--- config.mk ---
export PLATFORM = sky130hd
export DESIGN_NAME = reflected_crc32_byte_engine_unit
export DESIGN_NICKNAME = d
export VERILOG_FILES = /design/src/rcrc_pkg.sv /design/src/rcrc_fifo.sv /design/src/rcrc_front.sv /design/src/rcrc_back.sv /design/src/reflected_crc32_byte_engine_unit.sv
export SDC_FILE = /design/constraint.sdc
export NUM_CORES = 1
export LEC_CHECK = 0
export ABC_CLOCK_PERIOD_IN_PS = 7500
export BUFFER_PORTS_ARGS = -buffer_cell sky130_fd_sc_hd__buf_2
export CAP_MARGIN = 10
export CORE_AREA = 2 2 207 209
export CTS_CLUSTER_DIAMETER = 200
export DETAILED_ROUTE_END_ITERATION = 16
export DIE_AREA = 0 0 209 211
export PLACE_DENSITY = 0.55
export SLEW_MARGIN = 25
export SYNTH_ARGS = -nofsm -noshare
export SYNTH_HDL_FRONTEND = slang
export SYNTH_HIERARCHICAL = 1
export SYNTH_SLANG_ARGS = --single-unit
--- constraint.sdc ---
create_clock -name clk_i -period 7.5 [get_ports clk_i]
set_input_delay 0.375 -clock clk_i [delete_from_list [all_inputs] [get_ports clk_i]]
set_output_delay 0.375 -clock clk_i [all_outputs]
set_load 0.005 [all_outputs]
--- src/rcrc_pkg.sv ---
// Shared types, constants and the byte fold function of the reflected CRC-32 engine.
`default_nettype none
package rcrc_pkg;

  localparam int unsigned CrcWidth = 32;
  localparam int unsigned ByteWidth = 8;
  localparam int unsigned CmdDepthDefault = 2;
  localparam int unsigned ResDepthDefault = 2;

  localparam logic [CrcWidth-1:0] CrcOnes = 32'hFFFF_FFFF;
  localparam logic [CrcWidth-1:0] PolyReset = 32'h5AA5_A55A;

  typedef struct packed {
    logic [ByteWidth-1:0] data_byte;
    logic                 byte_present;
    logic                 is_last;
  } cmd_t;

  function automatic logic [CrcWidth-1:0] fold_byte(
    input logic [CrcWidth-1:0]  crc,
    input logic [ByteWidth-1:0] data,
    input logic [CrcWidth-1:0]  poly
  );
    logic [CrcWidth-1:0] r;
    r = crc ^ {{(CrcWidth-ByteWidth){1'b0}}, data};
    for (int k = 0; k < ByteWidth; k++) begin
      r = r[0] ? ((r >> 1) ^ poly) : (r >> 1);
    end
    return r;
  endfunction

endpackage
`default_nettype wire

--- src/rcrc_fifo.sv ---
// Small register-based first-in first-out queue.
`default_nettype none
module rcrc_fifo #(
  parameter int unsigned Width = 8,
  parameter int unsigned Depth = 2
) (
  input  wire logic             clk_i,
  input  wire logic             rst_ni,
  input  wire logic             push_i,
  input  wire logic [Width-1:0] wdata_i,
  output logic                  full_o,
  input  wire logic             pop_i,
  output logic [Width-1:0]      rdata_o,
  output logic                  empty_o
);

  localparam int unsigned AddrW = (Depth > 1) ? $clog2(Depth) : 1;
  localparam int unsigned CntW = $clog2(Depth + 1);

  logic [Width-1:0] mem_q [Depth];
  logic [AddrW-1:0] wr_ptr_q, wr_ptr_d, rd_ptr_q, rd_ptr_d;
  logic [CntW-1:0]  count_q, count_d;
  logic             do_push, do_pop;

  assign full_o  = (count_q == CntW'(Depth));
  assign empty_o = (count_q == '0);
  assign do_push = push_i && !full_o;
  assign do_pop  = pop_i && !empty_o;
  assign rdata_o = mem_q[rd_ptr_q];

  always_comb begin
    wr_ptr_d = wr_ptr_q;
    rd_ptr_d = rd_ptr_q;
    count_d  = count_q;
    if (do_push) begin
      wr_ptr_d = (wr_ptr_q == AddrW'(Depth - 1)) ? '0 : wr_ptr_q + AddrW'(1);
    end
    if (do_pop) begin
      rd_ptr_d = (rd_ptr_q == AddrW'(Depth - 1)) ? '0 : rd_ptr_q + AddrW'(1);
    end
    if (do_push && !do_pop) begin
      count_d = count_q + CntW'(1);
    end else if (do_pop && !do_push) begin
      count_d = count_q - CntW'(1);
    end
  end

  always_ff @(posedge clk_i or negedge rst_ni) begin
    if (!rst_ni) begin
      wr_ptr_q <= '0;
      rd_ptr_q <= '0;
      count_q  <= '0;
    end else begin
      wr_ptr_q <= wr_ptr_d;
      rd_ptr_q <= rd_ptr_d;
      count_q  <= count_d;
    end
  end

  always_ff @(posedge clk_i) begin
    if (do_push) begin
      mem_q[wr_ptr_q] <= wdata_i;
    end
  end

endmodule
`default_nettype wire

--- src/rcrc_front.sv ---
// Front end: accepts items and forwards only those that fold a byte or end a message.
`default_nettype none
module rcrc_front (
  input  wire logic                             push_i,
  output logic                                  full_o,
  input  wire logic [rcrc_pkg::ByteWidth-1:0]   data_byte_i,
  input  wire logic                             byte_present_i,
  input  wire logic                             is_last_i,
  output logic                                  cmd_push_o,
  output rcrc_pkg::cmd_t                        cmd_o,
  input  wire logic                             cmd_full_i
);

  logic useful;

  // An item with no byte that does not end a message changes nothing.
  assign useful     = byte_present_i || is_last_i;
  assign full_o     = cmd_full_i;
  assign cmd_push_o = push_i && !cmd_full_i && useful;

  always_comb begin
    cmd_o.data_byte    = data_byte_i;
    cmd_o.byte_present = byte_present_i;
    cmd_o.is_last      = is_last_i;
  end

endmodule
`default_nettype wire

--- src/rcrc_back.sv ---
// Back end: folds queued bytes into the CRC register and emits finished values.
`default_nettype none
module rcrc_back (
  input  wire logic                            clk_i,
  input  wire logic                            rst_ni,
  input  wire logic [rcrc_pkg::CrcWidth-1:0]   poly_i,
  input  wire rcrc_pkg::cmd_t                  cmd_i,
  input  wire logic                            cmd_empty_i,
  output logic                                 cmd_pop_o,
  output logic                                 res_push_o,
  output logic [rcrc_pkg::CrcWidth-1:0]        res_data_o,
  input  wire logic                            res_full_i
);

  logic [rcrc_pkg::CrcWidth-1:0] crc_q, crc_d, crc_next;

  assign cmd_pop_o  = !cmd_empty_i && (!cmd_i.is_last || !res_full_i);
  assign res_push_o = cmd_pop_o && cmd_i.is_last;

  always_comb begin
    crc_next = cmd_i.byte_present
             ? rcrc_pkg::fold_byte(crc_q, cmd_i.data_byte, poly_i) : crc_q;
    res_data_o = crc_next ^ rcrc_pkg::CrcOnes;
    crc_d = crc_q;
    if (cmd_pop_o) begin
      crc_d = cmd_i.is_last ? rcrc_pkg::CrcOnes : crc_next;
    end
  end

  always_ff @(posedge clk_i or negedge rst_ni) begin
    if (!rst_ni) begin
      crc_q <= rcrc_pkg::CrcOnes;
    end else begin
      crc_q <= crc_d;
    end
  end

endmodule
`default_nettype wire

--- src/reflected_crc32_byte_engine_unit.sv ---
// Top level of the byte-serial reflected CRC-32 engine with a writable polynomial.
// Usage: message bytes enter through a queue-like port. An item is taken at a rising
// edge with push high and full low; it carries data_byte_i, byte_present_i and
// is_last_i. An item with is_last_i high finishes the message and yields one item on
// the result side, the register with any byte of that item folded in, XORed with
// all ones; the register then restarts at all ones. Results leave through empty and
// pop: crc_value_o is valid while empty is low and is taken at an edge with pop high.
// A result passes through the command queue and the result queue before it shows.
// Throughput: one item per cycle while the result queue is not full, set by the
// combinational eight-step fold in the back end. The polynomial is written through
// cfg_valid_i, cfg_ready_o and reflected_polynomial_i, always ready; write it only
// while the engine is idle. Reset clears both queues, sets the register to all ones
// and the polynomial to 0x5AA5A55A. When the receiver stalls, finished values wait
// in the result queue, then the command queue fills and full rises; nothing is lost.
`default_nettype none
module reflected_crc32_byte_engine_unit #(
  parameter int unsigned CmdDepth = rcrc_pkg::CmdDepthDefault,
  parameter int unsigned ResDepth = rcrc_pkg::ResDepthDefault
) (
  input  wire logic                            clk_i,
  input  wire logic                            rst_ni,
  input  wire logic                            push,
  output logic                                 full,
  input  wire logic [rcrc_pkg::ByteWidth-1:0]  data_byte_i,
  input  wire logic                            byte_present_i,
  input  wire logic                            is_last_i,
  output logic                                 empty,
  input  wire logic                            pop,
  output logic [rcrc_pkg::CrcWidth-1:0]        crc_value_o,
  input  wire logic                            cfg_valid_i,
  output logic                                 cfg_ready_o,
  input  wire logic [rcrc_pkg::CrcWidth-1:0]   reflected_polynomial_i
);

  logic [rcrc_pkg::CrcWidth-1:0] poly_q, poly_d;
  logic                          cmd_push, cmd_full, cmd_pop, cmd_empty;
  rcrc_pkg::cmd_t                cmd_in, cmd_out;
  logic                          res_push, res_full;
  logic [rcrc_pkg::CrcWidth-1:0] res_data;

  assign cfg_ready_o = 1'b1;
  assign poly_d = (cfg_valid_i && cfg_ready_o) ? reflected_polynomial_i : poly_q;

  always_ff @(posedge clk_i or negedge rst_ni) begin
    if (!rst_ni) begin
      poly_q <= rcrc_pkg::PolyReset;
    end else begin
      poly_q <= poly_d;
    end
  end

  rcrc_front u_front (
    .push_i         (push),
    .full_o         (full),
    .data_byte_i    (data_byte_i),
    .byte_present_i (byte_present_i),
    .is_last_i      (is_last_i),
    .cmd_push_o     (cmd_push),
    .cmd_o          (cmd_in),
    .cmd_full_i     (cmd_full)
  );

  rcrc_fifo #(
    .Width ($bits(rcrc_pkg::cmd_t)),
    .Depth (CmdDepth)
  ) u_cmd_fifo (
    .clk_i   (clk_i),
    .rst_ni  (rst_ni),
    .push_i  (cmd_push),
    .wdata_i (cmd_in),
    .full_o  (cmd_full),
    .pop_i   (cmd_pop),
    .rdata_o (cmd_out),
    .empty_o (cmd_empty)
  );

  rcrc_back u_back (
    .clk_i       (clk_i),
    .rst_ni      (rst_ni),
    .poly_i      (poly_q),
    .cmd_i       (cmd_out),
    .cmd_empty_i (cmd_empty),
    .cmd_pop_o   (cmd_pop),
    .res_push_o  (res_push),
    .res_data_o  (res_data),
    .res_full_i  (res_full)
  );

  rcrc_fifo #(
    .Width (rcrc_pkg::CrcWidth),
    .Depth (ResDepth)
  ) u_res_fifo (
    .clk_i   (clk_i),
    .rst_ni  (rst_ni),
    .push_i  (res_push),
    .wdata_i (res_data),
    .full_o  (res_full),
    .pop_i   (pop),
    .rdata_o (crc_value_o),
    .empty_o (empty)
  );

endmodule
`default_nettype wire
-- Word level (Yosys, flattened, before mapping)
Memory sizes are Yosys's and may differ from the RTL's.
Index checks and enable logic that the tools add are counted.
- add/subtract/negate cells: 8
- equal/unequal tests: 2
- multiplexer cells: 22
- bitwise logic cells: 10
- reductions and logical operators: 27
- operators by type and width (operator ; count):
    $mux W32 ; 10
    $xor A31 B32 Y32 ; 8
    $not A32 Y32 ; 1
    $xor A32 B8 Y32 ; 1
    $logic_and A1 B1 Y1 ; 12
    $logic_not A1 Y1 ; 9
    $mux W1 ; 8
    $mux W2 ; 4
    $add A1 B1 Y1 const B ; 4
    $add A2 B1 Y2 const B ; 2
    $eq A2 B2 Y1 const B ; 2
    $logic_not A2 Y1 ; 2
    $reduce_bool A2 Y1 ; 2
    $sub A2 B1 Y2 const B ; 2
    $logic_or A1 B1 Y1 ; 2
- flip-flop bits (word level): 72
- memory bits (writable): 84
- input port bits: 47
- output and inout port bits: 35
- word-level logic and storage cells: 79
- memories kept: 2
- memories (name ; words ; bits a word ; read ports ; clocked after memory_dff ; write ports ; line ; source):
    u_res_fifo.mem_q ; 2 ; 32 ; 1 ; 0 ; 1 ; rcrc_fifo.sv:20 ; logic [Width-1:0] mem_q [Depth];
    u_cmd_fifo.mem_q ; 2 ; 10 ; 1 ; 0 ; 1 ; rcrc_fifo.sv:20 ;

-- Longest topological paths before layout
An unclocked memory read counts as a cell.
- depth after elaboration: 20
- depth in mapped cells: 19
- mapped depth without buffers: 14

-- Modules after synthesis
Netlist, hierarchy kept.
- by module, submodules not included (module ; instances ; cells each ; area an instance (µm²) ; seq. area each (µm²)):
    rcrc_back ; 1 ; 969 ; 7312.0 ; 840.8
    rcrc_fifo (u_res_fifo) ; 1 ; 119 ; 2658.8 ; 2021.9
    reflected_crc32_byte_engine_unit ; 1 ; 70 ; 1376.3 ; 820.8
    rcrc_fifo (u_cmd_fifo) ; 1 ; 50 ; 919.6 ; 700.7
    rcrc_front ; 1 ; 13 ; 98.8 ; 0.0

-- Worst setup path before layout
No wires, ideal clock.
- kind: reg2reg
- start point: reg u_cmd_fifo.rd_ptr_q
- end point: mem u_res_fifo/mem_q[0][26] in the netlist's numbering (data pin)
- library setup time: 0.257 ns
- data arrival time: 4.052 ns
- required time: 7.243 ns
- path slack: 3.191 ns
- cell stages (with the launch flop): 17
- buffers on the path: 2
- clock period less this slack: 4.309 ns
- path through: dfrtp_1 buf_4 mux2_1 xnor2_2 nor4_1 a311o_1 nor2_1 a21oi_2 or3_1 a31o_4 nand2_4 mux2_2 a21o_1 buf_6 and3_1 xnor2_1 a21o_1
- RTL lines (element ; line ; source):
    start, declared ; rcrc_fifo.sv:21 ; logic [AddrW-1:0] wr_ptr_q, wr_ptr_d, rd_ptr_q, rd_ptr_d;
    start signal, assigned ; rcrc_fifo.sv:55 ; rd_ptr_q <= rd_ptr_d;
    end, declared ; rcrc_fifo.sv:20 ;

==> run metrics <==
count of different cell masters after synthesis 82; Hold Crit Class in2reg; Crit Path Class reg2reg; cells along the critical path mux2_1 > xor2_2 > buf_4 > nand3_1 > and2_1 > o31ai_1 > a311oi_1 > xnor2_1 > nand4_2 > nand2_4 > a2bb2oi_1 > nand3_1 > buf_4 > and3_4 > xnor2_1 > mux2i_1; I/O Buffers 80; sequential-to-total area share from yosys stat 0.3545; share of cells above drive strength 1 0.2555; register bit total from synthesis 156; Post-synth EDFFs 84; Reg2Reg Capture Point u_res_fifo/mem_q[1][20]; Final setup viols 0; Primary FF master, synth edfxtp_1; boundary pin count 82; die area 44100 um2; asr flop ratio synth 0.4615; # diodes 0; Crit. Startpoint u_cmd_fifo/rd_ptr_q; Syn Inst Count 1221; multi-input gate area in the final layout 7214 um2; P&R area growth vs syn 9.035%; Final min period 6.316 ns; Initial Utilization 0.2961; status finished clean; max-slew violations 0; htree depth 4; Die Wd 209 um; Final Hold Vio Count 0; Chip Height 211 um; clock sinks 156; post-CTS resize count 0; Rows 75; Bufs on Longest Clock Path 2; Largest delay share family, worst path simple AND/OR/NAND/NOR gates; gp weighted congestion 0.8694; endpoint class of the critical path register; drt total wl 31.57 mm; synthesized area 12370 um2; Worst Path Max Fanout 80; area occupied by registers 4387 um2; crit path capture u_res_fifo/mem_q[1][20]; critical path depth 16; largest net degree at the start of global routing 84; core box area 41760 um2; Worst slew margin 0.3226; post-route ant nets 0; wire length per cell 17.82 um; count of yosys warnings during synthesis 6; CP max stage delay 0.70 ns; hpwl dp 21.07 mm; Post-Syn Area per Cell 10.13 um2; Layout Skew 0.01686 ns; fill count 4253; Clock Tree Root clkbuf_16; Starting DRT DRC Count 622; Worst Path Buf+Inv 2; Post-Syn Nets 1270; commonest cells after routing, fill and taps aside xnor2_1, nand2_1, edfxtp_1, buf_2, mux2_4; initial antenna violation count 6; vias in the first global route 8704; R2R setup slack 1.18 ns; post-route clock period utilization 0.8421; TritonRoute pass-1 iters 5; first-pass GRT wire length 49.98 mm; RSZ-0062 raised after global routing no; # DRC 0; Final nets 1269; final setup TNS 0 ns; total clock buffers created by CTS 17; CTS tree yes; Worst-path clk slew 0.06 ns; FF-to-FF Start u_cmd_fifo/rd_ptr_q; Crit path arrival time 6.47 ns; grt ovf 0; CP required 7.65 ns; worst-margin pin slew 1.014 ns; Peak Freq 158.3 MHz; routed vias 8831; All-Layer GR Usage 0.1450; Max-Cap Viols 0; R2R cell count 16; most common cell after layout, fill and taps aside xnor2_1; Via density 4.984; CP max stage cell nand3_1; clk_lat worst skew 0.45 ns; Startpoint Class register
==> registers in the layout, summed over array words and instances, names as in the netlist <==
signal	cells
u_res_fifo/mem_q	64
u_res_fifo/rd_ptr_q	1
u_cmd_fifo/wr_ptr_q	1
u_res_fifo/wr_ptr_q	1
u_res_fifo/count_q	2
u_cmd_fifo/count_q	2
u_cmd_fifo/rd_ptr_q	1
poly_q	32
u_cmd_fifo/mem_q	20
u_back/crc_q	32
==> repair_timing <==
action | 4_1_cts | 5_1_grt
hold buffers | 1 | 0
setup buffers | 0 | 0
endpoints found under the hold margin | 12 | 0
==> per-layer routing <==
metal / wire, um / global-route usage / share of wire / up-vias
li1: - / - / - / 4295
met1: 14880 / 0.1913 / 0.47 / 4295
met2: 14620 / 0.2362 / 0.46 / 188
met3: 1541 / 0.03672 / 0.049 / 41
met4: 448 / 0.03867 / 0.014 / 12
met5: 77 / 0 / 0.0024 / -
==> cells by family after synthesis <==
| logic type | count (synthesis) | share of synthesized area |
|---|---|---|
| muxes | 110 | 0.1145 |
| buffers and inverters | 153 | 0.06648 |
| DFF | 156 | 0.3545 |
| other | 1 | 0.0003033 |
| and+or+nand+nor | 401 | 0.1793 |
| xor gates and xnor gates | 231 | 0.1772 |
| AOI/OAI and AO/OA | 167 | 0.1056 |
| adders and majority gates | 2 | 0.002023 |
==> area by class of cell <==
class,instances,share of cell area
Clock inverter,11,0.007053
Clock buffer,21,0.03267
Timing Repair Buffer,98,0.04009
Tap cell,539,0.05002
Inverter,35,0.009744
Sequential cell,156,0.3254
Multi-Input combinational cell,912,0.5351
==> metrics by stage <==
step	hold slack (ns)	area [um2]	util	setup slack [ns]	std cells
floorplan	0.07941	12370	-	3.191	1221
global placement	0.3936	12930	0.3098	1.446	1739
detailed placement	0.3979	12930	0.3098	1.261	1739
CTS	0.08702	13480	0.3228	1.237	1772
global route	0.09492	13480	0.3229	0.6697	1772
finish	0.1148	13480	0.3229	1.184	1772
==> cell usage after synthesis (22+ instances only) <==
library cell,number,area (um2)
inv_1,34,127.6
dfstp_2,48,1261
nand2_1,165,619.3
xnor2_1,174,1524
xor2_1,37,324.1
mux2i_1,35,350.3
o22a_1,30,262.8
nand4b_1,22,192.7
mux2_4,59,885.9
clkbuf_1,61,229.0
nor2b_1,27,168.9
nand4_1,26,162.7
o211ai_1,32,240.2
edfxtp_1,84,2522
or4_1,22,165.2
nor2_1,55,206.5
a211oi_1,33,247.7
dfrtp_1,24,600.6
and3_4,25,281.5
==> worst reg2reg max path, delay by kind of cell (launching register included) <==
| family | cells | cell delay, ns |
|---|---|---|
| DFF | 1 | 0.65 |
| AOI/OAI and AO/OA | 3 | 0.71 |
| buffers and inverters | 2 | 0.87 |
| and+or+nand+nor | 6 | 2.47 |
| xor gates and xnor gates | 3 | 0.72 |
| muxes | 2 | 0.60 |
==> worst min path at each step <==
stage | startpoint | to | cells after the start
4_1_cts | data_byte_i[7] | u_cmd_fifo/mem_q[0][9] | 1
5_1_grt | data_byte_i[7] | u_cmd_fifo/mem_q[0][9] | 1
3_3_place_gp | rst_ni | poly_q[2] | 1
2_1_floorplan | rst_ni | poly_q[0] | 0
3_5_place_dp | rst_ni | poly_q[2] | 1
6_report | data_byte_i[7] | u_cmd_fifo/mem_q[0][9] | 1
Power is left out: the tool's default activity adds up to more than one toggle a clock period on the data nets, which glitch-free logic cannot reach.
